**config.mk**
```make
export PLATFORM = sky130hd
export DESIGN_NAME = rf_power_swr_meter
export DESIGN_NICKNAME = d
export VERILOG_FILES = /design/src/hdl/rfsm_pkg.sv /design/src/hdl/rfsm_calc.sv /design/src/hdl/rf_power_swr_meter.sv
export SDC_FILE = /design/constraint.sdc
export NUM_CORES = 2
export LEC_CHECK = 0
export BUFFER_PORTS_ARGS = -buffer_cell sky130_fd_sc_hd__buf_4
export CAP_MARGIN = 20
export CORE_AREA = 10 10 343 345
export CTS_BUF_LIST = sky130_fd_sc_hd__clkbuf_2 sky130_fd_sc_hd__clkbuf_4 sky130_fd_sc_hd__clkbuf_8
export DETAILED_ROUTE_END_ITERATION = 7
export DIE_AREA = 0 0 353 355
export GPL_TIMING_DRIVEN = 0
export PLACE_DENSITY = 0.67
export SLEW_MARGIN = 30
export SYNTH_ARGS = -nofsm -noshare
export SYNTH_HDL_FRONTEND = slang
export SYNTH_HIERARCHICAL = 1
export SYNTH_SLANG_ARGS = --single-unit
```
**constraint.sdc**
```tcl
create_clock -name clock -period 8 [get_ports clock]
set_clock_uncertainty 0.15 [all_clocks]
set_input_delay 0 -clock clock [delete_from_list [all_inputs] [get_ports clock]]
set_output_delay 0 -clock clock [all_outputs]
set_load 0.02 [all_outputs]
```
**src/hdl/rfsm_pkg.sv**
```systemverilog
// Shared types, widths and constants of the RF power and SWR meter
package rfsm_pkg;

   localparam int DEF_SAMPLES = 60;

   localparam int SAMPLE_W   = 12;
   localparam int SAMPLE_MAX = 4095;
   localparam int VOLT_W     = 18;
   localparam int PWR_W      = 18;
   localparam int SWR_W      = 12;
   localparam int MS_W       = 16;

   localparam int GAIN_W     = 15;
   localparam int DROP_W     = 16;
   localparam int HOLD_W     = 16;
   localparam int ALERT_W    = 12;
   localparam int CSR_IDX_W  = 4;
   localparam int CSR_DATA_W = 16;

   // volts = sum * 33 * 2^16 / (SAMPLES * 40950)
   localparam int VOLT_SCALE = 33;
   localparam int VSCALE_W   = 6;
   localparam int FRAC_W     = 16;
   localparam int VDEN_SCALE = 40950;

   localparam int COMP_W    = VOLT_W + 1;
   localparam int SQ_W      = 2 * COMP_W;
   localparam int GK_W      = 22;
   localparam int PROD_W    = SQ_W + GK_W;
   localparam int PWR_SHIFT = 40;
   localparam int PWR_MAX   = (1 << PWR_W) - 1;

   localparam int SWR_DEN_W = COMP_W + 1;
   localparam int SWR_NUM_W = 26;
   localparam int SCNT_W    = $clog2(SWR_NUM_W + 1);
   localparam int GAM_W     = 27;

   localparam int HUNDRED    = 100;
   localparam int GAMMA_NUM  = 95;
   localparam int V_COMP_MIN = 655;
   localparam int V_PWR_MIN  = 1310;
   localparam int V_SWR_MIN  = 6553;
   localparam int SWR_ONE    = 100;
   localparam int SWR_CAP    = 999;
   localparam int SHOWN_MIN  = 40;
   localparam int ALERT_PWR  = 100;

   localparam logic CMD_SAMPLE = 1'b0;
   localparam logic CMD_TICK   = 1'b1;

   localparam logic [CSR_IDX_W-1:0] CSR_COUPLING_GAIN = 4'd0;
   localparam logic [CSR_IDX_W-1:0] CSR_DIODE_DROP    = 4'd1;
   localparam logic [CSR_IDX_W-1:0] CSR_HOLD_TIME_MS  = 4'd2;
   localparam logic [CSR_IDX_W-1:0] CSR_ALERT_SWR     = 4'd3;

   typedef struct packed {
      logic                command;
      logic [SAMPLE_W-1:0] fwd_sample;
      logic [SAMPLE_W-1:0] ref_sample;
   } rfsm_req_type;

   typedef struct packed {
      logic [VOLT_W-1:0] fwd_voltage;
      logic [VOLT_W-1:0] ref_voltage;
      logic [PWR_W-1:0]  fwd_power;
      logic [PWR_W-1:0]  ref_power;
      logic [SWR_W-1:0]  swr_value;
      logic [PWR_W-1:0]  held_power;
      logic [SWR_W-1:0]  held_swr;
      logic              swr_shown;
      logic              alert;
   } rfsm_rsp_type;

   typedef struct packed {
      logic [GAIN_W-1:0]  coupling_gain;
      logic [DROP_W-1:0]  diode_drop;
      logic [HOLD_W-1:0]  hold_time_ms;
      logic [ALERT_W-1:0] alert_swr;
   } rfsm_cfg_type;

   typedef struct packed {
      logic [VOLT_W-1:0] fwd_voltage;
      logic [VOLT_W-1:0] ref_voltage;
      logic [PWR_W-1:0]  fwd_power;
      logic [PWR_W-1:0]  ref_power;
      logic [SWR_W-1:0]  swr_value;
   } rfsm_calc_type;

   localparam rfsm_cfg_type CFG_RESET = '{
      coupling_gain: 15'd3174,
      diode_drop:    16'd11141,
      hold_time_ms:  16'd3000,
      alert_swr:     12'd300
   };

endpackage

```
**src/hdl/rfsm_calc.sv**
```systemverilog
// Bit-serial datapath: voltage division, power multiply and SWR division
module rfsm_calc
   import rfsm_pkg::*;
#(
   parameter int SAMPLES = DEF_SAMPLES
) (
   input  logic                                      clock,
   input  logic                                      reset,
   input  rfsm_cfg_type                              cfg,
   input  logic                                      start,
   input  logic [$clog2(SAMPLES*SAMPLE_MAX+1)-1:0]   fwd_sum,
   input  logic [$clog2(SAMPLES*SAMPLE_MAX+1)-1:0]   ref_sum,
   output logic                                      done,
   output rfsm_calc_type                             res
);

   localparam int SUM_W  = $clog2(SAMPLES * SAMPLE_MAX + 1);
   localparam int VNUM_W = SUM_W + VSCALE_W;
   localparam int NUM_W  = VNUM_W + FRAC_W;
   localparam int DEN    = SAMPLES * VDEN_SCALE;
   localparam int DEN_W  = $clog2(DEN + 1);
   localparam int STEP_W = $clog2(NUM_W + 1);
   localparam int LANES  = 2;

   typedef enum logic [7:0] {
      C_IDLE  = 8'b0000_0001,
      C_VOLT  = 8'b0000_0010,
      C_COMP  = 8'b0000_0100,
      C_LOAD  = 8'b0000_1000,
      C_SQR   = 8'b0001_0000,
      C_GLOAD = 8'b0010_0000,
      C_GAIN  = 8'b0100_0000,
      C_RES   = 8'b1000_0000
   } calc_state_type;

   calc_state_type state_ff, state_in;
   logic [STEP_W-1:0] step_ff, step_in;
   logic [SCNT_W-1:0] scnt_ff, scnt_in;
   logic              done_ff;

   logic [NUM_W-1:0]  num_ff  [LANES];
   logic [NUM_W-1:0]  num_in  [LANES];
   logic [DEN_W-1:0]  rem_ff  [LANES];
   logic [DEN_W-1:0]  rem_in  [LANES];
   logic [VOLT_W-1:0] vq_ff   [LANES];
   logic [VOLT_W-1:0] vq_in   [LANES];
   logic [COMP_W-1:0] comp_ff [LANES];
   logic [COMP_W-1:0] comp_in [LANES];
   logic [SQ_W-1:0]   sqp_ff  [LANES];
   logic [SQ_W-1:0]   sqp_in  [LANES];
   logic [PROD_W-1:0] pg_ff   [LANES];
   logic [PROD_W-1:0] pg_in   [LANES];

   logic [GK_W-1:0]      gk_ff, gk_in;
   logic [SWR_NUM_W-1:0] snum_ff, snum_in;
   logic [SWR_DEN_W-1:0] sden_ff, sden_in;
   logic [SWR_DEN_W-1:0] srem_ff, srem_in;
   logic [SWR_W-1:0]     squot_ff, squot_in;
   logic                 gamma_ff, gamma_in;
   rfsm_calc_type        res_ff, res_in;

   logic [VNUM_W-1:0]   scaled   [LANES];
   logic [DEN_W:0]      vtrial   [LANES];
   logic [DEN_W:0]      vdiff    [LANES];
   logic                vge      [LANES];
   logic [COMP_W-1:0]   comp_val [LANES];
   logic [COMP_W:0]     sq_sum   [LANES];
   logic [SQ_W:0]       pg_sum   [LANES];
   logic [PWR_W-1:0]    pwr      [LANES];

   logic [SWR_DEN_W-1:0] csum;
   logic [SWR_DEN_W:0]   strial;
   logic [SWR_DEN_W:0]   sdiff;
   logic                 sge;

   assign scaled[0] = VNUM_W'(fwd_sum) * VNUM_W'(VOLT_SCALE);
   assign scaled[1] = VNUM_W'(ref_sum) * VNUM_W'(VOLT_SCALE);

   always_comb begin
      for (int i = 0; i < LANES; i++) begin
         vtrial[i] = {rem_ff[i], num_ff[i][NUM_W-1]};
         vge[i]    = vtrial[i] >= (DEN_W+1)'(DEN);
         vdiff[i]  = vtrial[i] - (DEN_W+1)'(DEN);
         comp_val[i] = (vq_ff[i] > VOLT_W'(V_COMP_MIN)) ?
                       COMP_W'(vq_ff[i]) + COMP_W'(cfg.diode_drop) : '0;
         sq_sum[i] = {1'b0, sqp_ff[i][SQ_W-1:COMP_W]} +
                     (sqp_ff[i][0] ? {1'b0, comp_ff[i]} : '0);
         pg_sum[i] = {1'b0, pg_ff[i][PROD_W-1:GK_W]} +
                     (pg_ff[i][0] ? {1'b0, sqp_ff[i]} : '0);
         if (vq_ff[i] <= VOLT_W'(V_PWR_MIN)) begin
            pwr[i] = '0;
         end else if (|pg_ff[i][PROD_W-1:PWR_SHIFT+PWR_W]) begin
            pwr[i] = PWR_W'(PWR_MAX);
         end else begin
            pwr[i] = pg_ff[i][PWR_SHIFT+PWR_W-1:PWR_SHIFT];
         end
      end
   end

   assign csum   = SWR_DEN_W'(comp_ff[0]) + SWR_DEN_W'(comp_ff[1]);
   assign strial = {srem_ff, snum_ff[SWR_NUM_W-1]};
   assign sge    = strial >= {1'b0, sden_ff};
   assign sdiff  = strial - {1'b0, sden_ff};

   always_comb begin
      state_in = state_ff;
      step_in  = step_ff;
      scnt_in  = scnt_ff;
      gk_in    = gk_ff;
      snum_in  = snum_ff;
      sden_in  = sden_ff;
      srem_in  = srem_ff;
      squot_in = squot_ff;
      gamma_in = gamma_ff;
      res_in   = res_ff;
      for (int i = 0; i < LANES; i++) begin
         num_in[i]  = num_ff[i];
         rem_in[i]  = rem_ff[i];
         vq_in[i]   = vq_ff[i];
         comp_in[i] = comp_ff[i];
         sqp_in[i]  = sqp_ff[i];
         pg_in[i]   = pg_ff[i];
      end

      case (state_ff)
         C_IDLE: begin
            if (start) begin
               for (int i = 0; i < LANES; i++) begin
                  num_in[i] = {scaled[i], FRAC_W'(0)};
                  rem_in[i] = '0;
               end
               step_in  = STEP_W'(NUM_W);
               state_in = C_VOLT;
            end
         end
         C_VOLT: begin
            for (int i = 0; i < LANES; i++) begin
               num_in[i] = num_ff[i] << 1;
               rem_in[i] = vge[i] ? vdiff[i][DEN_W-1:0] : vtrial[i][DEN_W-1:0];
               vq_in[i]  = {vq_ff[i][VOLT_W-2:0], vge[i]};
            end
            step_in = step_ff - 1'b1;
            if (step_ff == STEP_W'(1)) begin
               state_in = C_COMP;
            end
         end
         C_COMP: begin
            for (int i = 0; i < LANES; i++) begin
               comp_in[i] = comp_val[i];
            end
            state_in = C_LOAD;
         end
         C_LOAD: begin
            for (int i = 0; i < LANES; i++) begin
               sqp_in[i] = {COMP_W'(0), comp_ff[i]};
            end
            gk_in    = GK_W'(cfg.coupling_gain) * GK_W'(HUNDRED);
            snum_in  = SWR_NUM_W'(csum) * SWR_NUM_W'(HUNDRED);
            sden_in  = SWR_DEN_W'(comp_ff[0]) - SWR_DEN_W'(comp_ff[1]);
            srem_in  = '0;
            gamma_in = (GAM_W'(comp_ff[1]) * GAM_W'(HUNDRED)) >
                       (GAM_W'(comp_ff[0]) * GAM_W'(GAMMA_NUM));
            scnt_in  = SCNT_W'(SWR_NUM_W);
            step_in  = STEP_W'(COMP_W);
            state_in = C_SQR;
         end
         C_SQR: begin
            for (int i = 0; i < LANES; i++) begin
               sqp_in[i] = {sq_sum[i], sqp_ff[i][COMP_W-1:1]};
            end
            step_in = step_ff - 1'b1;
            if (step_ff == STEP_W'(1)) begin
               state_in = C_GLOAD;
            end
         end
         C_GLOAD: begin
            for (int i = 0; i < LANES; i++) begin
               pg_in[i] = {SQ_W'(0), gk_ff};
            end
            step_in  = STEP_W'(GK_W);
            state_in = C_GAIN;
         end
         C_GAIN: begin
            for (int i = 0; i < LANES; i++) begin
               pg_in[i] = {pg_sum[i], pg_ff[i][GK_W-1:1]};
            end
            step_in = step_ff - 1'b1;
            if (step_ff == STEP_W'(1)) begin
               state_in = C_RES;
            end
         end
         C_RES: begin
            res_in.fwd_voltage = vq_ff[0];
            res_in.ref_voltage = vq_ff[1];
            res_in.fwd_power   = pwr[0];
            res_in.ref_power   = pwr[1];
            if (vq_ff[0] <= VOLT_W'(V_SWR_MIN)) begin
               res_in.swr_value = SWR_W'(SWR_ONE);
            end else if (gamma_ff) begin
               res_in.swr_value = SWR_W'(SWR_CAP);
            end else begin
               res_in.swr_value = squot_ff;
            end
            state_in = C_IDLE;
         end
         default: begin
            state_in = C_IDLE;
         end
      endcase

      // SWR divider runs alongside both multiply phases
      if (scnt_ff != '0) begin
         snum_in  = snum_ff << 1;
         srem_in  = sge ? sdiff[SWR_DEN_W-1:0] : strial[SWR_DEN_W-1:0];
         squot_in = {squot_ff[SWR_W-2:0], sge};
         scnt_in  = scnt_ff - 1'b1;
      end
   end

   always_ff @(posedge clock) begin
      if (reset) begin
         state_ff <= C_IDLE;
         step_ff  <= '0;
         scnt_ff  <= '0;
         done_ff  <= 1'b0;
      end else begin
         state_ff <= state_in;
         step_ff  <= step_in;
         scnt_ff  <= scnt_in;
         done_ff  <= (state_ff == C_RES);
      end
   end

   always_ff @(posedge clock) begin
      for (int i = 0; i < LANES; i++) begin
         num_ff[i]  <= num_in[i];
         rem_ff[i]  <= rem_in[i];
         vq_ff[i]   <= vq_in[i];
         comp_ff[i] <= comp_in[i];
         sqp_ff[i]  <= sqp_in[i];
         pg_ff[i]   <= pg_in[i];
      end
      gk_ff    <= gk_in;
      snum_ff  <= snum_in;
      sden_ff  <= sden_in;
      srem_ff  <= srem_in;
      squot_ff <= squot_in;
      gamma_ff <= gamma_in;
      res_ff   <= res_in;
   end

   assign done = done_ff;
   assign res  = res_ff;

endmodule

```
**src/hdl/rf_power_swr_meter.sv**
```systemverilog
// Top level of the RF power and SWR meter: averaging, peak hold, alert, registers
//
//   port group   direction   handshake       payload
//   req_         in          valid / stall   rfsm_req_type
//   rsp_         out         valid / stall   rfsm_rsp_type
//   csr_         in          valid / ready   csr_index, csr_data
//
// Ticks and samples are accepted while req_stall is low. The SAMPLES-th sample
// starts the bit-serial datapath (a one-bit-per-cycle voltage divider and two
// shift-add multipliers); req_stall stays high until its reading is loaded into
// the output register. reset is synchronous and restores config, sums, hold and
// alert. rsp_stall holds the output register; samples keep flowing until the next
// SAMPLES-th sample, and req_stall then stays high until the held reading is taken.
module rf_power_swr_meter
   import rfsm_pkg::*;
#(
   parameter int SAMPLES = DEF_SAMPLES
) (
   input  logic                  clock,
   input  logic                  reset,
   input  logic                  req_valid,
   output logic                  req_stall,
   input  rfsm_req_type          req_data,
   output logic                  rsp_valid,
   input  logic                  rsp_stall,
   output rfsm_rsp_type          rsp_data,
   input  logic                  csr_valid,
   output logic                  csr_ready,
   input  logic [CSR_IDX_W-1:0]  csr_index,
   input  logic [CSR_DATA_W-1:0] csr_data
);

   localparam int SUM_W = $clog2(SAMPLES * SAMPLE_MAX + 1);
   localparam int CNT_W = $clog2(SAMPLES + 1);

   typedef enum logic [2:0] {
      T_IDLE = 3'b001,
      T_CALC = 3'b010,
      T_OUT  = 3'b100
   } top_state_type;

   top_state_type     state_ff, state_in;
   logic [CNT_W-1:0]  cnt_ff, cnt_in;
   logic [SUM_W-1:0]  fwd_sum_ff, fwd_sum_in;
   logic [SUM_W-1:0]  ref_sum_ff, ref_sum_in;
   logic [PWR_W-1:0]  peak_pwr_ff, peak_pwr_in;
   logic [SWR_W-1:0]  peak_swr_ff, peak_swr_in;
   logic [MS_W-1:0]   since_ff, since_in;
   logic              alert_ff, alert_in;
   rfsm_cfg_type      cfg_ff, cfg_in;
   logic              rsp_valid_ff, rsp_valid_in;
   rfsm_rsp_type      rsp_data_ff, rsp_data_in;

   logic              req_accept;
   logic              out_free;
   logic              is_tick;
   logic              last_sample;
   logic              calc_start;
   logic              calc_done;
   rfsm_calc_type     calc_res;
   logic [SUM_W-1:0]  fwd_add;
   logic [SUM_W-1:0]  ref_add;

   logic [PWR_W-1:0]  new_pwr;
   logic [SWR_W-1:0]  new_swr;
   logic              new_alert;
   logic              clr_since;

   assign req_stall   = (state_ff != T_IDLE);
   assign req_accept  = req_valid && !req_stall;
   assign out_free    = !rsp_valid_ff || !rsp_stall;
   assign is_tick     = (req_data.command == CMD_TICK);
   assign last_sample = (cnt_ff == CNT_W'(SAMPLES - 1));
   assign fwd_add     = fwd_sum_ff + SUM_W'(req_data.fwd_sample);
   assign ref_add     = ref_sum_ff + SUM_W'(req_data.ref_sample);
   assign calc_start  = req_accept && !is_tick && last_sample;

   rfsm_calc #(
      .SAMPLES (SAMPLES)
   ) u_calc (
      .clock   (clock),
      .reset   (reset),
      .cfg     (cfg_ff),
      .start   (calc_start),
      .fwd_sum (fwd_add),
      .ref_sum (ref_add),
      .done    (calc_done),
      .res     (calc_res)
   );

   // peak hold and alert
   always_comb begin
      new_pwr   = peak_pwr_ff;
      new_swr   = peak_swr_ff;
      clr_since = 1'b0;
      if (calc_res.fwd_power >= peak_pwr_ff) begin
         new_pwr   = calc_res.fwd_power;
         clr_since = 1'b1;
         if (calc_res.swr_value > peak_swr_ff) begin
            new_swr = calc_res.swr_value;
         end
      end else if (since_ff > cfg_ff.hold_time_ms) begin
         new_pwr = calc_res.fwd_power;
         new_swr = calc_res.swr_value;
      end
      if (new_swr >= cfg_ff.alert_swr && calc_res.fwd_power > PWR_W'(ALERT_PWR)) begin
         new_alert = 1'b1;
      end else if (new_swr < cfg_ff.alert_swr) begin
         new_alert = 1'b0;
      end else begin
         new_alert = alert_ff;
      end
   end

   always_comb begin
      state_in     = state_ff;
      cnt_in       = cnt_ff;
      fwd_sum_in   = fwd_sum_ff;
      ref_sum_in   = ref_sum_ff;
      peak_pwr_in  = peak_pwr_ff;
      peak_swr_in  = peak_swr_ff;
      since_in     = since_ff;
      alert_in     = alert_ff;
      cfg_in       = cfg_ff;
      rsp_valid_in = rsp_valid_ff;
      rsp_data_in  = rsp_data_ff;

      if (rsp_valid_ff && !rsp_stall) begin
         rsp_valid_in = 1'b0;
      end

      case (state_ff)
         T_IDLE: begin
            if (req_accept) begin
               if (is_tick) begin
                  if (since_ff != '1) begin
                     since_in = since_ff + 1'b1;
                  end
               end else if (last_sample) begin
                  cnt_in     = '0;
                  fwd_sum_in = '0;
                  ref_sum_in = '0;
                  state_in   = T_CALC;
               end else begin
                  cnt_in     = cnt_ff + 1'b1;
                  fwd_sum_in = fwd_add;
                  ref_sum_in = ref_add;
               end
            end
         end
         T_CALC: begin
            if (calc_done) begin
               state_in = T_OUT;
            end
         end
         T_OUT: begin
            if (out_free) begin
               peak_pwr_in = new_pwr;
               peak_swr_in = new_swr;
               alert_in    = new_alert;
               if (clr_since) begin
                  since_in = '0;
               end
               rsp_data_in.fwd_voltage = calc_res.fwd_voltage;
               rsp_data_in.ref_voltage = calc_res.ref_voltage;
               rsp_data_in.fwd_power   = calc_res.fwd_power;
               rsp_data_in.ref_power   = calc_res.ref_power;
               rsp_data_in.swr_value   = calc_res.swr_value;
               rsp_data_in.held_power  = new_pwr;
               rsp_data_in.held_swr    = new_swr;
               rsp_data_in.swr_shown   = (calc_res.fwd_power >= PWR_W'(SHOWN_MIN));
               rsp_data_in.alert       = new_alert;
               rsp_valid_in            = 1'b1;
               state_in                = T_IDLE;
            end
         end
         default: begin
            state_in = T_IDLE;
         end
      endcase

      if (csr_valid && csr_ready) begin
         case (csr_index)
            CSR_COUPLING_GAIN: cfg_in.coupling_gain = csr_data[GAIN_W-1:0];
            CSR_DIODE_DROP:    cfg_in.diode_drop    = csr_data[DROP_W-1:0];
            CSR_HOLD_TIME_MS:  cfg_in.hold_time_ms  = csr_data[HOLD_W-1:0];
            CSR_ALERT_SWR:     cfg_in.alert_swr     = csr_data[ALERT_W-1:0];
            default: begin
            end
         endcase
      end
   end

   always_ff @(posedge clock) begin
      if (reset) begin
         state_ff     <= T_IDLE;
         cnt_ff       <= '0;
         fwd_sum_ff   <= '0;
         ref_sum_ff   <= '0;
         peak_pwr_ff  <= '0;
         peak_swr_ff  <= SWR_W'(SWR_ONE);
         since_ff     <= '0;
         alert_ff     <= 1'b0;
         cfg_ff       <= CFG_RESET;
         rsp_valid_ff <= 1'b0;
      end else begin
         state_ff     <= state_in;
         cnt_ff       <= cnt_in;
         fwd_sum_ff   <= fwd_sum_in;
         ref_sum_ff   <= ref_sum_in;
         peak_pwr_ff  <= peak_pwr_in;
         peak_swr_ff  <= peak_swr_in;
         since_ff     <= since_in;
         alert_ff     <= alert_in;
         cfg_ff       <= cfg_in;
         rsp_valid_ff <= rsp_valid_in;
      end
   end

   always_ff @(posedge clock) begin
      rsp_data_ff <= rsp_data_in;
   end

   assign rsp_valid = rsp_valid_ff;
   assign rsp_data  = rsp_data_ff;
   assign csr_ready = 1'b1;

endmodule

```
==> impl_metrics.csv <==
group,metric,value,unit
cts,root_buffer,"clkbuf_8",
sta,tns,0,ns
detailed_routing,ant_nets,0,
setup_path,worstPathMaxFanout,10,
logic_synthesis,ys.flop_type,"edfxtp_1",
logic_synthesis,synthTopCellsByArea,"edfxtp_1 36%, ha_1 14%, dfxtp_1 6.3%",
sta,final-max-slew-violation-count,0,
logic_synthesis,ys_async_sr_fraction,0,%
cts,clk_pin_slew,0.06,ns
logic_synthesis,synth_top_area_share,35.92,%
hold_path,hold_class,"in -> reg",
power,pwr-share-comb,15.1,%
sta,rsz0062_at_grt,"no",
power,vdd_drop_max,0.1486,mV
sta,period_needed,7.395,ns
global_route,grt_max_degree,63,
logic_synthesis,synth_edf_count,659,
power,p_clk_share,39.1,%
logic_synthesis,synth_top_area_cell,"edfxtp_1",
power,power.density,175.1,mW/mm²
final_layout,fin_util,57.01,%
floorplan,initial_core_util,49.92,%
floorplan,row_count,122,
global_route,grt_pass1_vias,41010,
power,swShare,27.08,%
place,hpwl,105400,µm
floorplan,die_y,355,µm
global_route,grt-ovfl-total,0,
global_route,grt_use_total,22.16,%
detailed_routing,drc_errors,0,
logic_synthesis,syn_inst,5459,
sta,hold_violations,0,
sta,slew_headroom,33.40,%
power,power_leakage,25.22,nW
detailed_routing,num_vias,41480,
setup_path,ff2ff_path_depth,22,
setup_path,start_kind,"flip-flop",
sta,fmax,135.2,MHz
final_layout,area_delta_synth_final,14.20,%
logic_synthesis,syn-cell-area,0.05509,mm²
cts,clockBufferDepth,3,
logic_synthesis,ys_seq_elements,831,
logic_synthesis,synth_area_per_cell,10.09,µm²
detailed_routing,dr.pass1.iters,6,
floorplan,die-area,0.1253,mm²
cts,tritoncts,"built",
detailed_routing,wl,141700,µm
sta,worst_hold_slack,0.1297,ns
sta,setup_violations,0,
floorplan,die_w,353,µm
power,p_sw,2.983,mW
power,pwr-share-seq,45.8,%
status,status,"completed",
global_route,antenna_found_initial,7,
cts,post_cts_resized,0,
logic_synthesis,yosysSeqAreaShare,42.17,%
floorplan,coreArea,0.1104,mm²
logic_synthesis,syn_nets,6253,
setup_path,path_class,"reg -> reg",
cts,numClockSinks,831,
final_layout,drive_gt1_share,9.934,%
job,cap_violations,0,
logic_synthesis,synth_common_cells,"659 x edfxtp_1, 626 x ha_1, 529 x nand2_1, 508 x inv_1, 477 x nor2_1",
power,p_int,8.033,mW
floorplan,io_pins,169,
place,portBuffers,167,
cts,cts_inserted_buffers,148,
detailed_routing,via_per_inst,5.516,
setup_path,end_kind,"flip-flop",
sta,fin_crit_sh,92.44,%
setup_path,required,8.43,ns
logic_synthesis,synth_most_common_cell,"edfxtp_1",
hold_path,min_path_cells,6,
setup_path,cp.arrival,7.83,ns
cts,clk_latency,0.88,ns
detailed_routing,wl_per_cell,18.84,µm
global_route,grt_pass1_wl,223700,µm
final_layout,fillers,9473,
cts,h-tree-depth,4,
sta,tightest_slew,0.9991,ns
logic_synthesis,synthDistinctLibCells,102,
logic_synthesis,yosysWarnings,6,
place,routabilityCongestion,0.9018,
final_layout,fin_nets,6705,
detailed_routing,drtIter0Drc,2751,
==> worst max-delay path, cell delays in order, from the launching register on <==
cell and delay, ns:
edfxtp_1 0.85, fa_1 0.57, fa_1 0.47, fa_1 0.54
inv_1 0.05, fa_1 0.49, inv_1 0.04, ha_1 0.36
o21ai_0 0.14, a211oi_1 0.24, o21ai_0 0.18, o211a_1 0.27
a21oi_1 0.36, and2_1 0.18, o21ai_0 0.07, a221o_1 0.34
ha_1 0.27, nand4_1 0.18, nor3_1 0.45, o21ai_0 0.17
a21oi_1 0.20, nor3_1 0.09, a21oi_1 0.43
==> through the flow <==
| step | area [µm²] | worst slack, ns | power, mW | cells |
|---|---|---|---|---|
| after floorplan | 55090 | 0.3771 | 6.338 | 5459 |
| after global placement | 58210 | -4.373 | 6.689 | 7114 |
| after detailed placement | 58570 | 0.6102 | 6.727 | 7136 |
| after CTS | 62910 | 0.5579 | 11.12 | 7518 |
| after global routing | 62910 | 0.2234 | 11.55 | 7520 |
| final | 62910 | 0.6046 | 11.02 | 7520 |
==> layout by cell type (no fill, tap or decap), types with 22 or more instances in the layout <==
cell,n
inv_1,505
fa_1,118
and2_1,152
nor3_1,96
a211oi_1,36
buf_4,181
nand2_1,525
o21a_1,86
a31oi_1,28
ha_1,626
clkinv_2,22
o21ai_0,231
nand4_1,40
xor2_1,111
dlygate4sd3_1,113
nand2b_1,57
a21oi_1,355
dfxtp_1,172
clkbuf_8,160
edfxtp_1,659
a21o_1,107
o211ai_1,33
nor2b_1,60
nor2_1,477
clkbuf_4,44
o21bai_1,49
xnor2_1,198
mux2_2,68
mux2i_1,38
nand3_1,87
and3_1,31
clkbuf_1,120
or3_1,25
==> sequential cells by signal, summed over array words and instances, names as in the netlist, 3 cells and up <==
register         cells
u_calc/pg_ff       120
rsp_data           116
u_calc/res          84
u_calc/sqp_ff       76
cfg_ff              59
u_calc/num_ff       48
u_calc/rem_ff       44
u_calc/comp_ff      38
u_calc/vq_ff        36
u_calc/snum_ff      24
u_calc/gk_ff        20
u_calc/sden_ff      20
u_calc/srem_ff      20
fwd_sum_ff          18
peak_pwr_ff         18
ref_sum_ff          18
since_ff            16
peak_swr_ff         12
u_calc/squot_ff     12
u_calc/state_ff      8
cnt_ff               6
u_calc/step_ff       6
u_calc/scnt_ff       5
state_ff             3
==> routing by layer <==
layer  wire length (µm)  global-route usage (%)
met1              61130                   28.18
met2              67040                   37.25
met3               7533                   3.384
met4               5961                   9.779
met5                 25                       0
==> final timing paths <==
path	from	to	slack, ns
worst max-delay path	u_calc/comp_ff[0][8]$_SDFFCE_PP0P_	u_calc/gamma_ff$_DFFE_PP_	0.60
worst min-delay path	req_valid	since_ff[8]$_SDFFE_PP0P_	0.13
worst min register to register	u_calc/res[52]$_DFFE_PP_	rsp_data[84]$_DFFE_PP_	0.25
worst max register to register	u_calc/comp_ff[0][8]$_SDFFCE_PP0P_	u_calc/gamma_ff$_DFFE_PP_	0.60
==> cell type report <==
type                       instances  area, µm²  area share [%]
sequential                       831      23230           36.93
clock buffer                     203       2525           4.013
inverter                         511       1931           3.069
buffer                           146      618.1          0.9824
timing repair buffer             302       2683           4.264
multi-input combinational       3971      29380           46.70
tap                             1488       1862           2.959
clock inverter                    66      679.4           1.080
antenna                            2      5.005        0.007955
==> cell families (layout without fill, tap and decap cells) <==
group                    after synthesis  after routing  synth area share [%]
AO/OA/AOI/OAI                       1147           1147                 13.46
XOR/XNOR                             309            309                 4.913
adder cells (fa/ha/maj)              744            744                 18.51
buffers and inverters                657           1228                 4.597
flip-flops                           831            831                 42.17
multiplexers                         110            110                 2.169
other                                  1              3              0.006807
AND/OR/NAND/NOR                     1660           1660                 14.17
==> repair_timing <==
| action | in CTS | in global routing |
|---|---|---|
| hold buffers | 113 | 0 |
| buffers inserted | 0 | 0 |
| hold endpoints to repair | 236 | 0 |
==> power groups by stage <==
stage	sequential [mW]	combinational [mW]	clock [mW]
2_1_floorplan	5.10	1.24	0
3_3_place_gp	5.14	1.55	0
3_5_place_dp	5.13	1.59	0
4_1_cts	5.04	1.66	4.42
5_1_grt	5.06	1.88	4.61
6_report	5.05	1.66	4.31
(Power assumes the default switching activity.)
